<file path="src/hw/rtl/assert_macros.svh">
// assertion macros shared by the stencil sweep rtl
`ifndef ASSERT_MACROS_SVH
`define ASSERT_MACROS_SVH

// same-cycle implication, disabled while reset is low
`define FPSS_ASSERT_IMP(lbl, clk, rstn, ante, cons, msg) \
    lbl: assert property (@(posedge clk) disable iff (!(rstn)) (ante) |-> (cons)) \
        else $error(msg);

// next-cycle implication, disabled while reset is low
`define FPSS_ASSERT_NXT(lbl, clk, rstn, ante, cons, msg) \
    lbl: assert property (@(posedge clk) disable iff (!(rstn)) (ante) |=> (cons)) \
        else $error(msg);

`endif

</file>
<file path="src/hw/rtl/fpss_pkg.sv">
// shared types and constants of the five-point stencil sweep
package fpss_pkg;

    // field widths
    localparam int SAMPLE_W = 16;
    localparam int ROW_W    = 16;
    localparam int COL_W    = 11;
    localparam int GW_W     = 12;
    localparam int NSUM_W   = SAMPLE_W + 2;
    localparam int CFG_IDX_W = 2;

    // register indexes
    localparam logic [CFG_IDX_W-1:0] REG_CENTER_WEIGHT    = 2'd0;
    localparam logic [CFG_IDX_W-1:0] REG_NEIGHBOUR_WEIGHT = 2'd1;
    localparam logic [CFG_IDX_W-1:0] REG_GRID_WIDTH       = 2'd2;
    localparam logic [CFG_IDX_W-1:0] REG_GRID_HEIGHT      = 2'd3;

    // register reset values
    localparam logic [15:0]     RST_CENTER_WEIGHT    = 16'd6554;
    localparam logic [15:0]     RST_NEIGHBOUR_WEIGHT = 16'd14746;
    localparam logic [GW_W-1:0] RST_GRID_WIDTH       = 12'd512;
    localparam logic [15:0]     RST_GRID_HEIGHT      = 16'd512;

    // smallest usable grid dimension
    localparam int MIN_DIM = 3;

    // rounding constant for products with q0.16 weights
    localparam int ROUND_HALF = 32768;

    // result queue sizing
    localparam int MAX_RESULTS = 3;
    localparam int FIFO_DEPTH  = 16;
    localparam int FIFO_AW     = 4;
    localparam int FIFO_CW     = 5;

    // one result beat
    typedef struct packed {
        logic [SAMPLE_W-1:0] value;
        logic [ROW_W-1:0]    row;
        logic [COL_W-1:0]    col;
        logic                done;
        logic                last;
    } t_result;

    // item after the line buffer read, heading for the blend pipeline
    typedef struct packed {
        logic [MAX_RESULTS-1:0] en;
        logic                   bord;
        logic                   done;
        logic [ROW_W-1:0]       row;
        logic [COL_W-1:0]       col;
        logic [SAMPLE_W-1:0]    center;
        logic [NSUM_W-1:0]      nsum;
        logic [SAMPLE_W-1:0]    b;
        logic [SAMPLE_W-1:0]    s;
    } t_stage;

    // up to three results pushed at once, in order
    typedef struct packed {
        logic [MAX_RESULTS-1:0]  en;
        t_result [MAX_RESULTS-1:0] res;
    } t_push;

endpackage

</file>
<file path="src/hw/rtl/fpss_blend.sv">
// weighted blend pipeline and result assembly
module fpss_blend (
    input  logic             i_clk,
    input  logic             i_rst_n,
    input  logic             i_s2_valid,
    input  fpss_pkg::t_stage i_s2,
    input  logic [15:0]      i_center_weight,
    input  logic [15:0]      i_neighbour_weight,
    output fpss_pkg::t_push  o_push
);

    logic             r_s3_valid;
    fpss_pkg::t_stage r_s3;
    logic [31:0]      r_p_center;
    logic [33:0]      r_p_neigh;
    logic [34:0]      acc;
    logic [18:0]      quot;
    logic [15:0]      blended;
    logic [2:0]       en;

    // products, one multiplier each
    always_ff @(posedge i_clk) begin
        if (!i_rst_n) begin
            r_s3_valid <= 1'b0;
        end else begin
            r_s3_valid <= i_s2_valid;
        end
        if (i_s2_valid) begin
            r_s3       <= i_s2;
            r_p_center <= {16'd0, i_center_weight} * {16'd0, i_s2.center};
            r_p_neigh  <= {18'd0, i_neighbour_weight} * {16'd0, i_s2.nsum};
        end
    end

    // sum, round half up, saturate
    always_comb begin
        acc     = {3'd0, r_p_center} + {1'b0, r_p_neigh} + 35'(fpss_pkg::ROUND_HALF);
        quot    = acc[34:16];
        blended = (quot > 19'd65535) ? 16'hFFFF : quot[15:0];
    end

    // results in output order: interior point, end of row, border row point
    always_comb begin
        en = r_s3_valid ? r_s3.en : 3'b000;
        o_push.en = en;

        o_push.res[0].value = r_s3.bord ? r_s3.center : blended;
        o_push.res[0].row   = r_s3.row - 16'd1;
        o_push.res[0].col   = r_s3.col - 11'd1;
        o_push.res[0].done  = 1'b0;
        o_push.res[0].last  = en[0] && !en[1] && !en[2];

        o_push.res[1].value = r_s3.b;
        o_push.res[1].row   = r_s3.row - 16'd1;
        o_push.res[1].col   = r_s3.col;
        o_push.res[1].done  = 1'b0;
        o_push.res[1].last  = en[1] && !en[2];

        o_push.res[2].value = r_s3.s;
        o_push.res[2].row   = r_s3.row;
        o_push.res[2].col   = r_s3.col;
        o_push.res[2].done  = r_s3.done;
        o_push.res[2].last  = en[2];
    end

endmodule

</file>
<file path="config.mk">
export PLATFORM = sky130hd
export DESIGN_NAME = fpss_blend
export DESIGN_NICKNAME = d
export VERILOG_FILES = /design/src/hw/rtl/assert_macros.svh /design/src/hw/rtl/fpss_pkg.sv /design/src/hw/rtl/fpss_blend.sv
export SDC_FILE = /design/constraint.sdc
export NUM_CORES = 1
export LEC_CHECK = 0
export ABC_AREA = 1
export BUFFER_PORTS_ARGS = -buffer_cell sky130_fd_sc_hd__buf_2
export CORE_MARGIN = 2
export CORE_UTILIZATION = 31
export CTS_CLUSTER_SIZE = 28
export DETAILED_ROUTE_END_ITERATION = 10
export HOLD_SLACK_MARGIN = 0.08
export PLACE_DENSITY_LB_ADDON = 0.3
export SETUP_SLACK_MARGIN = 0.15
export SLEW_MARGIN = 10
export SYNTH_ARGS = -nofsm -noshare
export SYNTH_HDL_FRONTEND = slang
export SYNTH_SLANG_ARGS = --single-unit
</file>
<file path="constraint.sdc">
create_clock -name i_clk -period 6 [get_ports i_clk]
set_input_delay 0.6 -clock i_clk [delete_from_list [all_inputs] [get_ports i_clk]]
set_output_delay 0.6 -clock i_clk [all_outputs]
set_load 0.05 [all_outputs]
</file>
==> results_dict.tcl <==
set metrics [dict create \
    outcome "complete, no violations" \
    fmax_mhz 181 \
    yosysWarnings 0 \
    routed_wl_um 68300 \
    area_growth_pct 10.5 \
    hp-class "input pin to flop" \
    cp-start-kind "input pin" \
    n_fill_cell 8984 \
    grt_max_degree 107 \
    clockBufferDepth 2 \
    finalHoldViolCount 0 \
    htreeDepth 4 \
    slew_headroom_pct 29.4 \
    nNetsFinal 4225 \
    grt_pass1_vias 21400 \
    firstDrtPassIters 5 \
    die_y_um 297 \
    antenna_found_initial 3 \
    synth_top_family_by_area "adder cells" \
    post_drt_via_cell_ratio 4.45 \
    grt_pass1_wl_um 113000 \
    slowest_delay_ps 550 \
    yosys.area.top_type "fa_1" \
    critPathTopFamily "adder cells" \
    cts.clk_slew.worst_paths_ps 70 \
    synthMuxAreaShare_pct 0 \
    synthAdderAreaFrac_pct 44.1 \
    whs_path_depth 1 \
    synth-seq-area-share_pct 16.5 \
    worst-path-stages 21 \
    synth-xor-area-share_pct 2.66 \
    critPathSlowestCell "fa_1" \
    crit_chain "buf_2 -> nand2_1 -> fa_1 -> fa_1 -> inv_1 -> fa_1 -> fa_1 -> fa_1 -> inv_1 -> fa_1 -> inv_1 -> ha_1 -> a21oi_1 -> o21ai_0 -> a21oi_1 -> nand3_1 -> a21o_1 -> nand2_1 -> inv_1 -> o21ai_0 -> nand2_1" \
    synth.cell_area_sq_um 26700 \
    worstSetupEndpointType "flop" \
    synth_cell_types 48 \
    cap_violations 0 \
    synth-seq-cells 147 \
    cts_setup_buffers 0 \
    cts_buffers 17 \
    synth.avg_cell_area_sq_um 8.20 \
    path_class "input pin to flop" \
    cts_tree "built" \
    fp-row-count 107 \
    grt-ovfl-total 0 \
    crit_arrival_ps 5720 \
    setup_violations 0 \
    drtIter0Drc 1250 \
    setup_tns_ps 0 \
    syn_inst 3253 \
    path_buf_inv 5 \
    drc 0 \
    cts_hold_buf 0 \
    initial_core_util_pct 31.3 \
    ios 271 \
    final_common_cell "inv_1" \
    diodes 0 \
    slew_viol_final 0 \
    wire_per_inst_um 15.0 \
    final_cell_mix "831 x inv_1, 819 x nand2_1, 416 x fa_1, 274 x ha_1, 266 x buf_2" \
    num_vias 20300 \
    die_w_um 297 \
    synthTopCellsByArea "fa_1 31%, edfxtp_1 16%, ha_1 13%, inv_1 12%, nand2_1 12%" \
    dpl_cell_area_sq_um 28900 \
    design_area_sq_um 29500 \
    cp_max_fo 10 \
    cts_sinks 147 \
    gp_congestion 0.921 \
    synth-main-ff-cell "edfxtp_1" \
    rsz0062_at_grt "false" \
    tightest_slew_ps 1060 \
    grt_usage_pct 16.0 \
    hpwlAfterDp_um 58800 \
    die_area_sq_um 88400 \
    synth-simple-area-share_pct 16.0 \
    period_needed_ps 5520 \
    synth_top_area_share_pct 31.2 \
    ys_async_sr_fraction_pct 0 \
    clockRootBuffer "clkbuf_16" \
    numPortBuffers 268 \
    ctsResizeCount 0 \
    drive_gt1_share_pct 12.2 \
    critPathRequiredTime_ps 6200 \
    final_core_util_pct 34.6 \
    cp_common_cell "fa_1" \
    synth-edff-count 146 \
    drtAntennaViolNets 0 \
    fin_crit_sh_pct 92.0 \
    core_area_sq_um 85100 \
    synth_compound_area_share_pct 4.46 \
]
[worst paths after layout]
path / to / from
max: r_p_center[31]$_DFFE_PP_ / i_s2[52]
min: o_push[78]$_DFFE_PP_ / i_s2[20]
[registers in the layout, summed over array words and instances (netlist names)]
name and count:
r_s3 20, o_push 60, r_s3_valid 1, r_p_center 32
r_p_neigh 34
[layout make-up]
cell class | count | area [sq um] | share of cell area, %
flip-flops and latches | 147 | 4400 | 14.9
clock inverters | 13 | 114 | 0.386
well taps | 1144 | 1430 | 4.86
multi-input cells | 2050 | 17900 | 60.9
clock buffers | 19 | 453 | 1.54
repair buffers | 355 | 2000 | 6.80
inverters | 831 | 3120 | 10.6
[cell usage after synthesis, types with 2 or more instances]
cell and instances:
ha_1 274, inv_1 831, o2111ai_1 3, o21ai_1 2, nor3_1 23, dlygate4sd3_1 2, edfxtp_1 146, nand2_2 7
a221oi_1 3, nand4_1 8, buf_4 90, and3_1 3, nand3_1 51, nor4_1 5, o21bai_1 10, o211ai_1 2
a21oi_1 91, fa_1 416, nor2_2 6, xnor2_1 25, clkbuf_1 130, a21boi_0 5, o21ai_0 50, a21o_1 19
o31ai_1 3, nor3b_2 2, buf_1 3, nor2_1 138, o21ai_2 3, xor2_1 56, nand2_1 819, or3_1 2
a21boi_2 2, nor3_2 3, a31oi_1 7
[per-stage QoR]
stage               setup slack, ps  cells  hold WS [ps]
floorplan                       154   3254           693
global placement              -86.2   4527           777
detailed placement            -77.3   4527           778
CTS                             416   4559           274
global route                    168   4559           284
finish                          479   4559           317
[layer usage]
| metal | track usage (%) | part of all wire (%) | up-vias |
|---|---|---|---|
| li1 | - | - | 9821 |
| met2 | 28.1 | 49 | 531 |
| met5 | 0 | 0.057 | - |
| met3 | 2.13 | 4.6 | 101 |
| met4 | 5.69 | 3.3 | 6 |
| met1 | 20.2 | 43 | 9842 |
[logic make-up (layout without fill, tap and decap cells)]
logic type | after synthesis | count (layout)
and+or+nand+nor | 1073 | 1073
buffers and inverters | 1057 | 1218
adders and majority gates | 690 | 690
AOI/OAI and AO/OA | 204 | 204
DFF | 147 | 147
xor gates and xnor gates | 81 | 81
other | 1 | 2
Power is left out: the tool's default activity adds up to more than one toggle a clock period on the data nets, which glitch-free logic cannot reach.
