`src/hw/rtl/assert_macros.svh`:
```
// assertion macros shared by the stencil sweep rtl
`ifndef ASSERT_MACROS_SVH
`define ASSERT_MACROS_SVH

// same-cycle implication, disabled while reset is low
`define FPSS_ASSERT_IMP(lbl, clk, rstn, ante, cons, msg) \
    lbl: assert property (@(posedge clk) disable iff (!(rstn)) (ante) |-> (cons)) \
        else $error(msg);

// next-cycle implication, disabled while reset is low
`define FPSS_ASSERT_NXT(lbl, clk, rstn, ante, cons, msg) \
    lbl: assert property (@(posedge clk) disable iff (!(rstn)) (ante) |=> (cons)) \
        else $error(msg);

`endif

```
`src/hw/rtl/fpss_pkg.sv`:
```
// shared types and constants of the five-point stencil sweep
package fpss_pkg;

    // field widths
    localparam int SAMPLE_W = 16;
    localparam int ROW_W    = 16;
    localparam int COL_W    = 11;
    localparam int GW_W     = 12;
    localparam int NSUM_W   = SAMPLE_W + 2;
    localparam int CFG_IDX_W = 2;

    // register indexes
    localparam logic [CFG_IDX_W-1:0] REG_CENTER_WEIGHT    = 2'd0;
    localparam logic [CFG_IDX_W-1:0] REG_NEIGHBOUR_WEIGHT = 2'd1;
    localparam logic [CFG_IDX_W-1:0] REG_GRID_WIDTH       = 2'd2;
    localparam logic [CFG_IDX_W-1:0] REG_GRID_HEIGHT      = 2'd3;

    // register reset values
    localparam logic [15:0]     RST_CENTER_WEIGHT    = 16'd6554;
    localparam logic [15:0]     RST_NEIGHBOUR_WEIGHT = 16'd14746;
    localparam logic [GW_W-1:0] RST_GRID_WIDTH       = 12'd512;
    localparam logic [15:0]     RST_GRID_HEIGHT      = 16'd512;

    // smallest usable grid dimension
    localparam int MIN_DIM = 3;

    // rounding constant for products with q0.16 weights
    localparam int ROUND_HALF = 32768;

    // result queue sizing
    localparam int MAX_RESULTS = 3;
    localparam int FIFO_DEPTH  = 16;
    localparam int FIFO_AW     = 4;
    localparam int FIFO_CW     = 5;

    // one result beat
    typedef struct packed {
        logic [SAMPLE_W-1:0] value;
        logic [ROW_W-1:0]    row;
        logic [COL_W-1:0]    col;
        logic                done;
        logic                last;
    } t_result;

    // item after the line buffer read, heading for the blend pipeline
    typedef struct packed {
        logic [MAX_RESULTS-1:0] en;
        logic                   bord;
        logic                   done;
        logic [ROW_W-1:0]       row;
        logic [COL_W-1:0]       col;
        logic [SAMPLE_W-1:0]    center;
        logic [NSUM_W-1:0]      nsum;
        logic [SAMPLE_W-1:0]    b;
        logic [SAMPLE_W-1:0]    s;
    } t_stage;

    // up to three results pushed at once, in order
    typedef struct packed {
        logic [MAX_RESULTS-1:0]  en;
        t_result [MAX_RESULTS-1:0] res;
    } t_push;

endpackage

```
`src/hw/rtl/fpss_result_fifo.sv`:
```
// result queue taking up to three beats a cycle and giving one
`include "assert_macros.svh"

module fpss_result_fifo (
    input  logic                         i_clk,
    input  logic                         i_rst_n,
    input  fpss_pkg::t_push              i_push,
    input  logic                         i_pop,
    output logic                         o_valid,
    output fpss_pkg::t_result            o_head,
    output logic [fpss_pkg::FIFO_CW-1:0] o_count
);

    fpss_pkg::t_result                r_mem [fpss_pkg::FIFO_DEPTH];
    logic [fpss_pkg::FIFO_AW-1:0]     r_wr;
    logic [fpss_pkg::FIFO_AW-1:0]     r_rd;
    logic [fpss_pkg::FIFO_CW-1:0]     r_cnt;
    logic [1:0]                       off [fpss_pkg::MAX_RESULTS];
    logic [1:0]                       npush;
    logic                             pop;

    // packed write offsets of the enabled results
    always_comb begin
        off[0] = 2'd0;
        off[1] = 2'(i_push.en[0]);
        off[2] = 2'(i_push.en[0]) + 2'(i_push.en[1]);
        npush  = off[2] + 2'(i_push.en[2]);
        pop    = i_pop && (r_cnt != '0);
    end

    // storage
    always_ff @(posedge i_clk) begin
        for (int i = 0; i < fpss_pkg::MAX_RESULTS; i++) begin
            if (i_push.en[i]) begin
                r_mem[fpss_pkg::FIFO_AW'(r_wr + fpss_pkg::FIFO_AW'(off[i]))] <= i_push.res[i];
            end
        end
    end

    // pointers and fill count
    always_ff @(posedge i_clk) begin
        if (!i_rst_n) begin
            r_wr  <= '0;
            r_rd  <= '0;
            r_cnt <= '0;
        end else begin
            r_wr  <= r_wr + fpss_pkg::FIFO_AW'(npush);
            r_rd  <= r_rd + fpss_pkg::FIFO_AW'(pop);
            r_cnt <= r_cnt + fpss_pkg::FIFO_CW'(npush) - fpss_pkg::FIFO_CW'(pop);
        end
    end

    assign o_valid = (r_cnt != '0);
    assign o_head  = r_mem[r_rd];
    assign o_count = r_cnt;

    // checks
    `FPSS_ASSERT_IMP(a_no_overflow, i_clk, i_rst_n, npush != 2'd0, (r_cnt + fpss_pkg::FIFO_CW'(npush)) <= fpss_pkg::FIFO_CW'(fpss_pkg::FIFO_DEPTH), "result queue overflow")
    `FPSS_ASSERT_NXT(a_pop_only, i_clk, i_rst_n, pop && (npush == 2'd0), r_cnt == $past(r_cnt) - 5'd1, "queue count wrong after a lone pop")
    `FPSS_ASSERT_NXT(a_wr_tracks, i_clk, i_rst_n, 1'b1, r_wr == $past(r_wr) + fpss_pkg::FIFO_AW'($past(npush)), "write pointer skipped")

endmodule
```
`config.mk`:
```
export PLATFORM = sky130hd
export DESIGN_NAME = fpss_result_fifo
export DESIGN_NICKNAME = d
export VERILOG_FILES = /design/src/hw/rtl/fpss_pkg.sv /design/src/hw/rtl/fpss_result_fifo.sv
export VERILOG_INCLUDE_DIRS = /design/src /design/src/hw/rtl
export SDC_FILE = /design/constraint.sdc
export NUM_CORES = 2
export LEC_CHECK = 0
export BUFFER_PORTS_ARGS = -buffer_cell sky130_fd_sc_hd__buf_2
export CAP_MARGIN = 5
export CELL_PAD_IN_SITES_DETAIL_PLACEMENT = 0
export CELL_PAD_IN_SITES_GLOBAL_PLACEMENT = 1
export CORE_ASPECT_RATIO = 1.4
export CORE_MARGIN = 2
export CORE_UTILIZATION = 55
export DETAILED_ROUTE_END_ITERATION = 6
export PLACE_DENSITY_LB_ADDON = 0.1
export REMOVE_ABC_BUFFERS = 1
export SETUP_SLACK_MARGIN = 0.2
export SLEW_MARGIN = 20
export SYNTH_ARGS = -nofsm -noshare
export SYNTH_HDL_FRONTEND = slang
export SYNTH_SLANG_ARGS = --single-unit
export TNS_END_PERCENT = 50
```
`constraint.sdc`:
```
create_clock -name i_clk -period 9.48 [get_ports i_clk]
set_input_delay 2.37 -clock i_clk [delete_from_list [all_inputs] [get_ports i_clk]]
set_output_delay 2.37 -clock i_clk [all_outputs]
set_load 0.01 [all_outputs]
```
==> impl_metrics.csv <==
group,metric,value,unit
routing,dr.pass1.iters,6,
worst_setup_path,endpoint_kind,"flip-flop",
placed_design,dpl.hpwl,83490,um
grt,antenna_found_initial,3,
grt,grt_pass1_wl,228500,um
synthesis,synthTopCellsByArea,"edfxtp_1 (49%), mux4_2 (11%), mux2i_1 (9.1%)",
floorplan,dieArea,0.08325,mm^2
worst_setup_path,cpPeakStageDelay,1150,ps
grt,grt_max_degree,181,
synthesis,synth_edf_count,720,
grt,grt_use_total,0.3731,
sta,max_clock_freq,153.0,MHz
cts,clkLatencyLatePin,660,ps
placed_design,place_congestion,0.8320,
worst_setup_path,r2r_slack,4220,ps
floorplan,die_h,340.6,um
power_and_ir_drop,p_per_area,220.0,mW/mm^2
power_and_ir_drop,peakVddDrop,0.0001968,V
min_path,whs_path_depth,2,
synthesis,syn_area,0.04451,mm^2
cts,htree_levels,3,
cts,postCtsSetupRepairBufs,0,
worst_setup_path,path_common_cell,"ha_1",
synthesis,yosys_warnings,0,
routing,drc,0,
synthesis,seq_area_frac_synth,0.4916,
grt,grt_pass1_vias,34920,
sta,final_max_slew_viol_count,0,
cts,cts.reportedPaths.clkPinSlew,60,ps
routing,viasPerCell,7.073,
sta,worst_pin_slew,1217,ps
layout,syn_to_final_growth,6.653,%
routing,drt-wirelength-per-cell,31.97,um
floorplan,initial_core_util,0.5541,
synthesis,synthCells,3961,
worst_setup_path,path_class,"input port to flip-flop",
cts,cts_resized,0,
sta,setup_violations,0,
worst_setup_path,path_cells,"buf_2 -> ha_1 -> ha_1 -> nor2_1 -> a21o_1 -> a21oi_4 -> buf_4 -> nand3_4",
synthesis,synthFlopType,"edfxtp_1",
synthesis,synth_top_cell_area_share,0.4857,
grt,overflow,0,
synthesis,ys_types,55,
routing,vias,34710,
worst_setup_path,worstReg2RegStart,"r_wr[0]",
routing,drtAntennaViolNets,0,
layout,layout-drive-gt1-share,0.1714,
cts,cts_sinks,733,
cts,cts_buffers,78,
synthesis,ys_seq_elements,733,
sta,finalHoldViolCount,0,
floorplan,rows,123,
synthesis,yosysTopAreaCell,"edfxtp_1",
sta,finalClockSkew,19.00,ps
status,status,"finished clean",
cts,cts_tree,"built",
min_path,hold_start,"o_count[0]",
sta,relSlewSlack,0.1887,
cts,cts_hold_buf,0,
cts,clockRootBuffer,"clkbuf_16",
sta,finalCritPeriodShare,0.6893,
worst_setup_path,crit_required,9500,ps
floorplan,die_x,244.4,um
power_and_ir_drop,power_leakage,0.01906,uW
worst_setup_path,rr_worst_depth,7,
floorplan,coreArea,0.08033,mm^2
sta,hold_ws,660.2,ps
synthesis,async_flop_share,0,
sta,finalSetupTns,0,ps
routing,drtIter0Drc,4730,
layout,nets,3951,
worst_setup_path,worst_ep_arrival_time,6560,ps
layout,postLayoutCoreUtil,0.5909,
flow_run,max-cap-violations,0,
worst_setup_path,cp_slowest_cell,"nand3_4",
placed_design,io_buffers,191,
floorplan,io_pins,192,
min_path,hold_class,"flip-flop to flip-flop",
worst_setup_path,regToRegEndpoint,"r_mem[11][9]",
sta,rsz0062_at_grt,"no",
worst_setup_path,startpoint_type,"input port",
routing,wl,156900,um
synthesis,syn_avg_cell_area,11.24,um^2
sta,fin_crit,6535,ps
worst_setup_path,worstPathMaxFanout,46,
min_path,hold-path-endpoint,"o_count[0]",
cts,clock_path_buffers,3,
-- critical path, delay by kind of cell --
kind	cells	cell delay (ps)
buffers and inverters	2	930
AND/OR/NAND/NOR	2	1250
AO/OA/AOI/OAI	2	700
adder cells (fa/ha/maj)	2	1250
-- cell usage in the layout, fill, tap and decap left out, types with 15 or more instances in the layout --
cell type	Yosys	routed
a21oi_1	501	498
a2bb2oi_1	176	176
a31oi_1	270	270
buf_2	170	191
buf_4	27	61
clkbuf_1	198	24
clkbuf_16	0	80
clkinv_1	0	15
edfxtp_1	720	720
ha_1	16	16
mux2i_1	405	405
mux4_2	225	225
nand2_1	419	419
nand3_4	0	16
nor2_1	552	551
-- worst max-delay path by stage --
stage,startpoint,end,slack [ps]
finish,i_push[135],r_mem[11][9],2950
global placement,i_push[135],r_mem[9][26],2620
global route,i_push[135],r_mem[11][40],2850
detailed placement,i_push[135],r_mem[9][32],2490
floorplan,r_rd[0],o_head[0],-1460
CTS,r_rd[0],o_head[20],3070
-- area by class of cell --
type                    count  area, um^2
well taps                1062        1329
repair buffers            259        1551
inverters                  13       48.80
multi-input cells        2705       20400
clock inverters            30       153.9
diodes                      2       5.005
flip-flops and latches    733       21900
fillers                  6495       32860
clock buffers             104        2092
-- cell usage after synthesis (all sizes together) (4+ instances only) --
cell / number
a21boi: 5
a21o: 5
a21oi: 509
a22oi: 5
a2bb2oi: 176
a31oi: 270
a32oi: 6
and2: 12
and3: 8
and3b: 4
buf: 312
clkbuf: 198
dfxtp: 13
edfxtp: 720
fa: 4
ha: 16
inv: 13
mux2: 4
mux2i: 406
mux4: 225
nand2: 424
nand3: 22
nor2: 552
nor2b: 4
nor3: 10
nor3b: 6
o21ai: 13
xnor2: 4
-- cell families after synthesis --
kind of cell               count (synthesis)  share of synthesized area
xor gates and xnor gates                   7                   0.001377
AOI/OAI and AO/OA                        991                     0.1395
adders and majority gates                 20                   0.006297
DFF                                      733                     0.4916
muxes                                    635                     0.2064
and+or+nand+nor                         1052                    0.09422
buffers and inverters                    523                    0.06060
-- routing by layer --
| metal | global-route usage | vias to the layer above | part of all wire |
|---|---|---|---|
| li1 | - | 14520 | - |
| met1 | 0.4570 | 17030 | 0.35 |
| met2 | 0.6113 | 2559 | 0.48 |
| met3 | 0.08187 | 598 | 0.12 |
| met4 | 0.2152 | 2 | 0.058 |
| met5 | 0 | - | 0.000076 |
-- power by group --
group	internal [uW]	switching [uW]	total, uW
clock	1540	1320	2860
combinational	1300	1970	3260
sequential	4130	188	4310
-- sequential cells by signal, summed over array words and instances, names as in the netlist --
register	cells
r_rd	4
o_count	5
r_wr	4
r_mem	720
-- through the flow --
| step | instances | power (uW) | cell area, um^2 | worst slack [ps] |
|---|---|---|---|---|
| floorplan | 3451 | 6611 | 41860 | -1461 |
| global placement | 4770 | 7498 | 45160 | 2620 |
| detailed placement | 4770 | 7591 | 45160 | 2486 |
| CTS | 4904 | 10410 | 47410 | 3069 |
| global route | 4907 | 10750 | 47470 | 2854 |
| finish | 4908 | 10440 | 47470 | 2945 |
Note: power is estimated with default switching activity, not from simulation.
